==> src/rtl/core/spi_mbe_pkg.sv <==
`default_nettype none
package spi_mbe_pkg;

	// Register reset value and lower bound of the SCK period
	localparam logic [15:0] PERIOD_RESET = 16'd2;
	localparam logic [15:0] PERIOD_MIN   = 16'd2;

	// Wait counter wide enough for 4 * 65535
	localparam int unsigned TICK_W = 18;

	// Sequencer phases, one-hot
	typedef enum logic [7:0] {
		PH_IDLE  = 8'b0000_0001,
		PH_PRE   = 8'b0000_0010,
		PH_LEAD  = 8'b0000_0100,
		PH_LOAD  = 8'b0000_1000,
		PH_SETUP = 8'b0001_0000,
		PH_HOLD  = 8'b0010_0000,
		PH_TAIL1 = 8'b0100_0000,
		PH_TAIL2 = 8'b1000_0000
	} phase_t;

	// One tick request
	typedef struct packed {
		logic       tx_valid;
		logic [7:0] tx_byte;
		logic       last_byte;
		logic       sdi_level;
	} tick_in_t;

	// One tick result
	typedef struct packed {
		logic       sck_level;
		logic       sdo_level;
		logic       cs_n_level;
		logic       byte_taken;
		logic       rx_valid;
		logic [7:0] rx_byte;
		logic       rx_last;
		logic       busy_res;
	} tick_out_t;

endpackage
`default_nettype wire

==> src/rtl/core/spi_master_bit_engine_top.sv <==
// SPI master bit engine, mode 0, MSB first, 8-bit frames.
// Input channel (in_valid / in_stall / in_data): one request per timing tick,
// carrying the SDI level and an offered transmit byte with its last mark.
// Output channel (out_valid / out_stall / out_data): exactly one result per
// request, giving the pin levels after that tick, whether the offered byte was
// taken, and any byte completed on the final SCK fall.
// Path: input register, then sequencer logic into the result register.
// Throughput: one request per cycle while out_stall is low; the sequencer
// state advances only when the input register hands a request on.
// When the receiver stalls, the result register holds and the input register
// fills, then in_stall rises; no request is lost or repeated.
// cfg_wr_en / cfg_wr_data write the SCK period in ticks (reset 2, values
// below 2 act as 2); write it only while the block is idle.
// Reset: chip select high, SCK and SDO low, sequencer idle, both pipeline
// registers empty.
`default_nettype none
module spi_master_bit_engine_top (
	input  wire                    clk,
	input  wire                    arst_n,
	input  wire                    in_valid,
	output logic                   in_stall,
	input  spi_mbe_pkg::tick_in_t  in_data,
	output logic                   out_valid,
	input  wire                    out_stall,
	output spi_mbe_pkg::tick_out_t out_data,
	input  wire                    cfg_wr_en,
	input  wire  [15:0]            cfg_wr_data
);

	logic [15:0]            period_q;
	logic                   valid_s1;
	spi_mbe_pkg::tick_in_t  data_s1;
	logic                   valid_s2;
	spi_mbe_pkg::tick_out_t data_s2;
	spi_mbe_pkg::tick_out_t res;
	logic                   adv_s2;
	logic                   adv_s1;
	logic                   fire;

	// Pipeline advance
	always_comb begin
		adv_s2   = !(valid_s2 && out_stall);
		fire     = valid_s1 && adv_s2;
		adv_s1   = !valid_s1 || adv_s2;
		in_stall = !adv_s1;
	end

	// Period register
	always_ff @(posedge clk or negedge arst_n) begin
		if (!arst_n)
			period_q <= spi_mbe_pkg::PERIOD_RESET;
		else if (cfg_wr_en)
			period_q <= cfg_wr_data;
	end

	// Input register
	always_ff @(posedge clk or negedge arst_n) begin
		if (!arst_n)
			valid_s1 <= 1'b0;
		else if (adv_s1)
			valid_s1 <= in_valid;
	end

	always_ff @(posedge clk) begin
		if (adv_s1 && in_valid)
			data_s1 <= in_data;
	end

	// Sequencer
	spi_mbe_seq u_seq (
		.clk        (clk),
		.arst_n     (arst_n),
		.en         (fire),
		.tick       (data_s1),
		.bit_period (period_q),
		.res        (res)
	);

	// Result register
	always_ff @(posedge clk or negedge arst_n) begin
		if (!arst_n)
			valid_s2 <= 1'b0;
		else if (adv_s2)
			valid_s2 <= fire;
	end

	always_ff @(posedge clk) begin
		if (fire)
			data_s2 <= res;
	end

	assign out_valid = valid_s2;
	assign out_data  = data_s2;

endmodule
`default_nettype wire

==> src/rtl/core/spi_mbe_seq.sv <==
`default_nettype none
module spi_mbe_seq (
	input  wire                    clk,
	input  wire                    arst_n,
	input  wire                    en,
	input  spi_mbe_pkg::tick_in_t  tick,
	input  wire  [15:0]            bit_period,
	output spi_mbe_pkg::tick_out_t res
);

	localparam int unsigned TW = spi_mbe_pkg::TICK_W;

	spi_mbe_pkg::phase_t phase_q, phase_d;
	logic [TW-1:0]       tick_q, tick_d;
	logic [2:0]          bit_q, bit_d;
	logic [7:0]          tx_q, tx_d;
	logic [7:0]          rx_q, rx_d;
	logic                final_q, final_d;
	logic                sck_q, sck_d;
	logic                sdo_q, sdo_d;
	logic                cs_q, cs_d;

	logic [15:0]   period;
	logic [TW-1:0] pre_w;
	logic [TW-1:0] half_w;
	logic [TW-1:0] tick_inc;
	logic          pre_done;
	logic          half_done;
	logic          taken;
	logic          rx_done;
	logic [2:0]    bit_nx;

	// Period clamp and wait lengths
	always_comb begin
		period   = (bit_period < spi_mbe_pkg::PERIOD_MIN) ? spi_mbe_pkg::PERIOD_MIN : bit_period;
		pre_w    = {period, 2'b00};
		half_w   = {3'b000, period[15:1]};
		tick_inc = tick_q + 1'b1;
		pre_done  = (tick_inc >= pre_w);
		half_done = (tick_inc >= half_w);
		bit_nx    = bit_q + 1'b1;
	end

	// Next state for one tick
	always_comb begin
		phase_d = phase_q;
		tick_d  = tick_q;
		bit_d   = bit_q;
		tx_d    = tx_q;
		rx_d    = rx_q;
		final_d = final_q;
		sck_d   = sck_q;
		sdo_d   = sdo_q;
		cs_d    = cs_q;
		taken   = 1'b0;
		rx_done = 1'b0;

		case (phase_q)
			spi_mbe_pkg::PH_IDLE: begin
				if (tick.tx_valid) begin
					tick_d  = '0;
					cs_d    = 1'b1;
					phase_d = spi_mbe_pkg::PH_PRE;
				end
			end
			spi_mbe_pkg::PH_PRE: begin
				tick_d = pre_done ? '0 : tick_inc;
				if (pre_done) begin
					cs_d    = 1'b0;
					phase_d = spi_mbe_pkg::PH_LEAD;
				end
			end
			spi_mbe_pkg::PH_LEAD, spi_mbe_pkg::PH_LOAD: begin
				if (phase_q == spi_mbe_pkg::PH_LEAD)
					tick_d = half_done ? '0 : tick_inc;
				if (phase_q == spi_mbe_pkg::PH_LOAD || half_done) begin
					phase_d = spi_mbe_pkg::PH_LOAD;
					if (tick.tx_valid) begin
						taken   = 1'b1;
						tx_d    = tick.tx_byte;
						final_d = tick.last_byte;
						bit_d   = '0;
						tick_d  = '0;
						sdo_d   = tick.tx_byte[7];
						phase_d = spi_mbe_pkg::PH_SETUP;
					end
				end
			end
			spi_mbe_pkg::PH_SETUP: begin
				tick_d = half_done ? '0 : tick_inc;
				if (half_done) begin
					sck_d   = 1'b1;
					rx_d    = {rx_q[6:0], tick.sdi_level};
					phase_d = spi_mbe_pkg::PH_HOLD;
				end
			end
			spi_mbe_pkg::PH_HOLD: begin
				tick_d = half_done ? '0 : tick_inc;
				if (half_done) begin
					sck_d = 1'b0;
					if (bit_q != 3'd7) begin
						bit_d   = bit_nx;
						sdo_d   = tx_q[3'd7 - bit_nx];
						phase_d = spi_mbe_pkg::PH_SETUP;
					end else begin
						rx_done = 1'b1;
						if (final_q) begin
							phase_d = spi_mbe_pkg::PH_TAIL1;
						end else begin
							phase_d = spi_mbe_pkg::PH_LOAD;
							if (tick.tx_valid) begin
								taken   = 1'b1;
								tx_d    = tick.tx_byte;
								final_d = tick.last_byte;
								bit_d   = '0;
								tick_d  = '0;
								sdo_d   = tick.tx_byte[7];
								phase_d = spi_mbe_pkg::PH_SETUP;
							end
						end
					end
				end
			end
			spi_mbe_pkg::PH_TAIL1: begin
				tick_d = half_done ? '0 : tick_inc;
				if (half_done) begin
					sdo_d   = 1'b0;
					phase_d = spi_mbe_pkg::PH_TAIL2;
				end
			end
			spi_mbe_pkg::PH_TAIL2: begin
				tick_d = half_done ? '0 : tick_inc;
				if (half_done) begin
					cs_d    = 1'b1;
					phase_d = spi_mbe_pkg::PH_IDLE;
				end
			end
			default: begin
				phase_d = spi_mbe_pkg::PH_IDLE;
			end
		endcase
	end

	// Result of this tick: pin levels after the update
	always_comb begin
		res.sck_level  = sck_d;
		res.sdo_level  = sdo_d;
		res.cs_n_level = cs_d;
		res.byte_taken = taken;
		res.rx_valid   = rx_done;
		res.rx_byte    = rx_done ? rx_q : 8'h00;
		res.rx_last    = rx_done & final_q;
		res.busy_res   = (phase_d != spi_mbe_pkg::PH_IDLE);
	end

	// Sequencer state, advanced once per accepted tick
	always_ff @(posedge clk or negedge arst_n) begin
		if (!arst_n) begin
			phase_q <= spi_mbe_pkg::PH_IDLE;
			tick_q  <= '0;
			bit_q   <= '0;
			tx_q    <= '0;
			rx_q    <= '0;
			final_q <= 1'b0;
			sck_q   <= 1'b0;
			sdo_q   <= 1'b0;
			cs_q    <= 1'b1;
		end else if (en) begin
			phase_q <= phase_d;
			tick_q  <= tick_d;
			bit_q   <= bit_d;
			tx_q    <= tx_d;
			rx_q    <= rx_d;
			final_q <= final_d;
			sck_q   <= sck_d;
			sdo_q   <= sdo_d;
			cs_q    <= cs_d;
		end
	end

endmodule
`default_nettype wire
==> config.mk <==
export PLATFORM = sky130hd
export DESIGN_NAME = spi_master_bit_engine_top
export DESIGN_NICKNAME = d
export VERILOG_FILES = /design/src/rtl/core/spi_mbe_pkg.sv /design/src/rtl/core/spi_master_bit_engine_top.sv /design/src/rtl/core/spi_mbe_seq.sv
export SDC_FILE = /design/constraint.sdc
export NUM_CORES = 1
export LEC_CHECK = 0
export ABC_CLOCK_PERIOD_IN_PS = 3350
export BUFFER_PORTS_ARGS = -buffer_cell sky130_fd_sc_hd__buf_4
export CAP_MARGIN = 0
export CORE_UTILIZATION = 25
export DETAILED_ROUTE_END_ITERATION = 6
export GPL_TIMING_DRIVEN = 0
export SLEW_MARGIN = 20
export SYNTH_ARGS = -nofsm -noshare
export SYNTH_HDL_FRONTEND = slang
export SYNTH_HIERARCHICAL = 1
export SYNTH_SLANG_ARGS = --single-unit
export TNS_END_PERCENT = 10
==> constraint.sdc <==
create_clock -name clk -period 3.35 [get_ports clk]
set_input_delay 0.67 -clock clk [delete_from_list [all_inputs] [get_ports clk]]
set_output_delay 0.67 -clock clk [all_outputs]
set_load 0.05 [all_outputs]
==> flow_summary_export.csv, run 1 <==
group,metric,value,unit
timing,worst_slack,-106,ps
layout,antenna_cells,0,
cts,cts_buffers,9,
die,die_w,151,um
synth,yosys_warnings,6,
synth,syn_area,5580,sq um
placement,gp_congestion,0.788,
cts,htree_num_levels,3,
placement,dp_hpwl,9.32,mm
synth,synth_edf_count,26,
timing,final_hold_viol_count,0,
global_routing,grt_use_total,12.3,%
synth,yosys-top-cells-area,"dfrtp_1 29%, edfxtp_1 14%, ha_1 7.8%, mux2_2 4.8%, nand2_1 2.8%",
pwr,swShare,31.9,%
synth,syn_inst,530,
drt,drt-initial-drc-count,244,
layout,syn_to_final_growth,33.2,%
die,die_area,22900,sq um
drt,first_pass_iters,5,
setup_path,crit_path_end_kind,"flop",
die,coreArea,21900,sq um
drt,via_count,4447,
die,rows,54,
synth,yosysMostFrequentCell,"dfrtp_1",
timing,min_period,3460,ps
setup_path,cp-start-kind,"flop",
cts,clock_path_buffers,2,
pwr,p_int,2.06,mW
setup_path,crit_arrival,3730,ps
pwr,combPwrFrac,23.0,%
layout,multiInputGateArea,3360,sq um
pwr,leakagePower,3.25,nW
synth,synth_top_area_cell,"dfrtp_1",
placement,io_buffers,47,
timing,fin_crit_sh,103,%
layout,final.fill_count,2182,
pwr,p_switching,0.967,mW
die,start_util,25.5,%
timing,rsz0062_at_grt,"yes",
pwr,clockPowerShare,34.2,%
setup_path,crit_type,"flop to flop",
synth,ys_types,70,
layout,final_layout_size_suffix_gt1_share,36.8,%
cts,clock_sinks,93,
pwr,p_seq_share,42.9,%
cts,clk_latency,360,ps
setup_path,required,3630,ps
layout,seqCellArea,2470,sq um
cts,path_clk_slew,70,ps
pwr,peakVddDrop,0.000288,V
timing,tns,-1390,ps
drt,drcViolationCount,0,
timing,tightest_slew,894,ps
run_status,violations,"negative setup slack",
setup_path,cp_max_fo,6,
synth,netlist.area_leader.share,28.7,%
die,die_height,151,um
drt,detail_route.wirelength,13.6,mm
layout,final_area,7440,sq um
drt,routedWlPerCell,15.0,um
synth,ys_seq_area_share,44.1,%
cts,cts_tree,"built",
timing,relSlewSlack,40.4,%
global_routing,grt_max_degree,68,
synth,syn_area_per_cell,10.5,sq um
global_routing,grt_overflow,0,
timing,final.setup_skew,9.49,ps
pwr,p_per_area,408,nW/um^2
timing,final-setup-viol-count,21,
drt,drt.antenna.violating_nets,0,
flow_run,maxCapViolations,0,
timing,drv_slew,0,
setup_path,reg2reg_setup_slack,-110,ps
hold_path,hp-class,"primary input to asynchronous set/reset pin",
cts,cts_hold_buf,0,
global_routing,antenna_found_initial,0,
synth,yosys-top-cells-count,"64 x dfrtp_1, 42 x nand2_1, 35 x ha_1",
die,ios,49,
global_routing,grt_pass1_wl,22.0,mm
synth,synth-seq-cells,93,
synth,synth_top_flop_cell,"dfrtp_1",
synth,synth_nets,597,
run_status,outcome,"finished with violations",
cts,cts_root_buf,"clkbuf_16",
timing,fmaxAchievable,289,MHz
drt,vias_per_cell,4.90,
global_routing,grt_pass1_vias,4374,
synth,async_reset_ff_share,72.0,%
layout,fin_nets,690,
placement,placed_area,6390,sq um
==> power by group through the flow <==
stage	clock network [mW]	logic (mW)	registers, mW
6_report	1.04	0.696	1.30
5_1_grt	1.11	0.755	1.31
4_1_cts	1.07	0.611	1.30
3_5_place_dp	0	0.533	1.33
3_3_place_gp	0	0.524	1.32
2_1_floorplan	0	0.315	1.36
==> registers in the layout (all words and copies together), names as in the netlist <==
name	cells
data_s1	11
out_data	15
out_valid	1
period_q	16
u_seq/bit_q	3
u_seq/cs_q	1
u_seq/final_q	1
u_seq/phase_q	8
u_seq/rx_q	8
u_seq/sck_q	1
u_seq/sdo_q	1
u_seq/tick_q	18
u_seq/tx_q	8
valid_s1	1
==> routing by layer <==
| metal | vias to the layer above | global-route usage [%] | part of all wire [%] | wire (um) |
|---|---|---|---|---|
| li1 | 2165 | - | - | - |
| met1 | 2144 | 15.8 | 47 | 6350 |
| met2 | 118 | 20.6 | 48 | 6550 |
| met3 | 20 | 1.99 | 3.7 | 502 |
| met4 | 0 | 4.70 | 1.6 | 217 |
| met5 | - | 0 | 0 | 0 |
==> cell type report <==
cell class                 instances  area share (%)
buffer                            22            2.05
clock buffer                       9            3.03
clock inverter                     7            1.08
inverter                          29            1.46
multi-input combinational        385            45.2
sequential                        93            33.3
tap                              280            4.71
timing repair buffer              83            9.19
==> critical path, cell delays in order, from the launching register on <==
cell and delay, ps:
dfrtp_2 430, nand3_4 120, or3_4 470, o21a_1 210, or2_4 250, ha_4 220
and4_4 150, and2_4 150, a22oi_2 280, o21ai_4 170, o32ai_4 410, buf_12 180
buf_8 110, nand3b_1 90, o211ai_1 120
==> worst paths after layout <==
| kind | start | endpoint | cells past startpoint |
|---|---|---|---|
| worst max register to register | u_seq/tick_q[0]$_DFFE_PN0P_ | u_seq/tick_q[14]$_DFFE_PN0P_ | 14 |
| worst min-delay path | arst_n | u_seq/tick_q[17]$_DFFE_PN0P_ | 1 |
| worst max-delay path | u_seq/tick_q[0]$_DFFE_PN0P_ | u_seq/tick_q[14]$_DFFE_PN0P_ | 14 |
| min in group clk | valid_s1$_DFFE_PN0P_ | out_valid$_DFFE_PN0N_ | 1 |
| max in group asynchronous | arst_n | u_seq/tick_q[6]$_DFFE_PN0P_ | 1 |
| worst min register to register | valid_s1$_DFFE_PN0P_ | out_valid$_DFFE_PN0N_ | 1 |
==> cells by family (layout without fill, tap and decap cells) <==
logic type,Yosys count,after routing,share of synthesized area [%]
buf+inv,54,150,4.84
fa+ha+maj,35,35,7.85
simple gates,178,179,17.4
mux,38,38,8.70
compound gates,121,122,15.4
flops,93,93,44.1
xor+xnor,11,11,1.73
==> metrics by stage <==
step / power (mW) / std cells / hold slack [ps] / setup slack, ps / utilization (%)
after CTS: 2.98 / 893 / 476 / -65.9 / 32.3
after global routing: 3.18 / 908 / 470 / -214 / 34.0
after detailed placement: 1.86 / 857 / 465 / -584 / 29.2
after floorplan: 1.68 / 530 / 374 / 1.02 / -
after global placement: 1.85 / 857 / 456 / -801 / 29.1
final: 3.03 / 908 / 439 / -106 / 34.0
==> timing repair <==
action,4_1_cts,5_1_grt
endpoints found under the hold margin,0,0
gates cloned,0,4
buffers inserted,22,12
setup endpoints to repair,63,61
pin swaps,17,31
resized for setup,43,45
==> cells in the final DEF (no fill, tap or decap), types with 13 or more instances in the layout <==
| cell | n |
|---|---|
| buf_4 | 84 |
| dfrtp_1 | 54 |
| nand2_1 | 37 |
| inv_1 | 29 |
| ha_1 | 28 |
| nor2_1 | 27 |
| edfxtp_1 | 26 |
| mux2_4 | 18 |
| o21ai_0 | 18 |
| a21oi_1 | 18 |
| mux2_2 | 16 |
| nand3_1 | 15 |
| and2_1 | 13 |
| nand4_1 | 13 |
No activity file was read; power rests on OpenSTA's default activity.
==> run 2: changes to the inputs <==
ABC_AREA = 1   (was default)
ABC_CLOCK_PERIOD_IN_PS = 3470   (was 3350)
MAX_ROUTING_LAYER = met4   (was default)
clock period = 3.47 ns   (was 3.35 ns; I/O delays follow)
==> run 2 against run 1 <==
The run now ends clean; sequential power increased by 5%; first-iteration DRC count increased by 43%; die area increased by 4.5%; critical endpoint is now out_data[13]$_DFFE_PP_; routed wire length decreased by 1.2%; non-clock buffer count decreased by 32; final area decreased by 5.7%; final cell count increased by 23%; clock-buffer cell count unchanged; worst setup slack improved by 340 ps; critical path type unchanged; fmax increased by 6.7%; total power increased by 14%.
==> flow_summary_export.csv, run 2 <==
group,metric,value,unit
timing,tightest_slew,892,ps
pwr,peakVddDrop,0.000285,V
hold_path,hp-class,"primary input to asynchronous set/reset pin",
setup_path,crit_type,"flop to flop",
layout,antenna_cells,0,
drt,routedWlPerCell,12.1,um
synth,syn_inst,733,
placement,dp_hpwl,10.0,mm
pwr,p_seq_share,39.5,%
setup_path,cp_max_fo,10,
synth,ys_seq_area_share,42.2,%
setup_path,required,3580,ps
layout,fin_util,30.8,%
timing,fmaxAchievable,309,MHz
die,rows,55,
timing,final-setup-viol-count,0,
die,die_height,155,um
synth,synth_edf_count,26,
drt,via_count,4867,
layout,largest_register_ff_count,18,
timing,drv_slew,0,
setup_path,reg2reg_setup_slack,230,ps
timing,fin_crit_sh,93.3,%
timing,final_hold_viol_count,0,
layout,seqCellArea,2460,sq um
drt,drcViolationCount,0,
cts,clk_latency,350,ps
placement,pre_cts_slack,-190,ps
cts,cts_tree,"built",
pwr,leakagePower,3.39,nW
placement,gp_congestion,0.889,
timing,relSlewSlack,40.5,%
die,ios,49,
pwr,clockPowerShare,29.9,%
drt,drt-initial-drc-count,350,
pwr,combPwrFrac,30.6,%
layout,final_area,7010,sq um
layout,fin_nets,864,
global_routing,antenna_found_initial,0,
synth,netlist.area_leader.share,27.4,%
synth,synth_top_area_cell,"dfrtp_1",
layout,multiInputGateArea,2880,sq um
die,coreArea,22800,sq um
setup_path,crit_path_end_kind,"flop",
timing,final.setup_skew,8.22,ps
die,die_w,155,um
cts,cts_buffers,9,
layout,final_common_cell,"nand2_1",
die,die_area,24000,sq um
synth,synth_nets,800,
synth,synth-seq-cells,93,
global_routing,grt_max_degree,68,
timing,rsz0062_at_grt,"no",
layout,syn_to_final_growth,20.1,%
synth,yosys-top-cells-area,"dfrtp_1 27%, edfxtp_1 13%, nand2_1 13%, ha_1 7.5%, inv_1 6.6%",
cts,cts_root_buf,"clkbuf_16",
global_routing,grt_pass1_vias,4697,
run_status,outcome,"completed",
setup_path,cp-start-kind,"flop",
pwr,p_per_area,494,nW/um^2
cts,cts_hold_buf,0,
layout,layout_common_cells,"197 x nand2_1, 102 x inv_1, 61 x dfrtp_1, 58 x buf_4, 55 x nor2_1",
synth,syn_area_per_cell,7.96,sq um
layout,regMostFlops,"u_seq/tick_q",
placement,placed_area,6610,sq um
synth,yosys_warnings,6,
synth,syn_area,5840,sq um
flow_run,maxCapViolations,0,
synth,ys_types,44,
drt,detail_route.wirelength,13.5,mm
pwr,swShare,36.4,%
die,start_util,25.6,%
global_routing,grt_pass1_wl,23.1,mm
layout,final_layout_size_suffix_gt1_share,18.7,%
global_routing,grt_use_total,12.4,%
timing,fin_hold_ws,448,ps
cts,htree_num_levels,3,
synth,yosys-top-cells-count,"197 x nand2_1, 102 x inv_1, 64 x dfrtp_1",
global_routing,grt_overflow,0,
setup_path,crit_arrival,3350,ps
timing,worst_slack,232,ps
cts,clock_path_buffers,2,
drt,vias_per_cell,4.37,
synth,yosysMostFrequentCell,"nand2_1",
layout,final.fill_count,2427,
pwr,total_power,3.47,mW
cts,path_clk_slew,70,ps
timing,min_period,3240,ps
synth,async_reset_ff_share,72.0,%
drt,drt.antenna.violating_nets,0,
drt,first_pass_iters,5,
pwr,p_switching,1.26,mW
pwr,p_int,2.21,mW
placement,io_buffers,48,
synth,synth_top_flop_cell,"dfrtp_1",
cts,clock_sinks,93,
## run 2: logic make-up after synthesis
kind of cell             Yosys count  share of synthesized area, %
AO/OA/AOI/OAI                    102                          10.0
AND/OR/NAND/NOR                  360                          28.7
XOR/XNOR                          13                          1.95
buffers and inverters            130                          9.71
adder cells (fa/ha/maj)           35                          7.50
flip-flops                        93                          42.2
## run 2: cell type report
cell class                 instances  area share, %
tap                              313           5.58
clock buffer                       9           3.21
timing repair buffer              53           5.73
sequential                        93           35.1
buffer                            20           2.16
multi-input combinational        510           41.1
clock inverter                     7           1.16
inverter                         110           5.96
## run 2: timing repair
| action | 4_1_cts | 5_1_grt |
|---|---|---|
| gates resized for setup | 3 | 13 |
| endpoints found under the setup margin | 35 | 47 |
| pin swaps | 0 | 1 |
| cloned | 0 | 0 |
| buffers inserted | 0 | 4 |
## run 2: power by group through the flow
stage / Clock (mW) / Sequential, mW / Combinational (mW)
finish: 1.04 / 1.37 / 1.06
global route: 1.11 / 1.39 / 1.21
CTS: 1.07 / 1.37 / 1.04
detailed placement: 0 / 1.39 / 1.03
global placement: 0 / 1.39 / 1.02
floorplan: 0 / 1.44 / 0.686
## run 2: through the flow
step,instances,setup TNS (ps)
global route,1115,0
floorplan,733,0
finish,1115,0
detailed placement,1095,-1520
global placement,1094,-2430
CTS,1111,0
## run 2: path summary, 6_finish.rpt
kind	startpoint	end	depth (start not counted)
min in group clk	data_s1[3]$_DFFE_PP_	u_seq/tx_q[1]$_DFFE_PN0P_	2
setup reg to reg	u_seq/tick_q[0]$_DFFE_PN0P_	out_data[13]$_DFFE_PP_	20
hold / removal	arst_n	u_seq/rx_q[7]$_DFFE_PN0P_	1
setup / recovery	u_seq/tick_q[0]$_DFFE_PN0P_	out_data[13]$_DFFE_PP_	20
max in group asynchronous	arst_n	u_seq/tick_q[2]$_DFFE_PN0P_	1
hold reg to reg	data_s1[3]$_DFFE_PP_	u_seq/tx_q[1]$_DFFE_PN0P_	2
## run 2: worst max-delay path, cell delays in order (launching register included)
cell	delay (ps)
dfrtp_2	460
inv_2	80
nor2_4	140
nand2_2	110
nor2_2	170
nand2_1	120
xor2_2	210
inv_1	110
ha_1	330
nand2_1	70
inv_1	40
nand2_1	100
nand3_2	120
o21bai_4	210
nand3_4	110
buf_6	150
nand3_1	80
nand2_1	60
inv_1	50
nand3_1	130
buf_4	170
## run 2: per-layer routing
metal,global-route usage (%),wire length [um],vias to the layer above
met2,19.1,6150,90
li1,-,-,2507
met3,1.99,521,20
met5,-,0,-
met4,4.20,193,0
met1,16.4,6600,2250
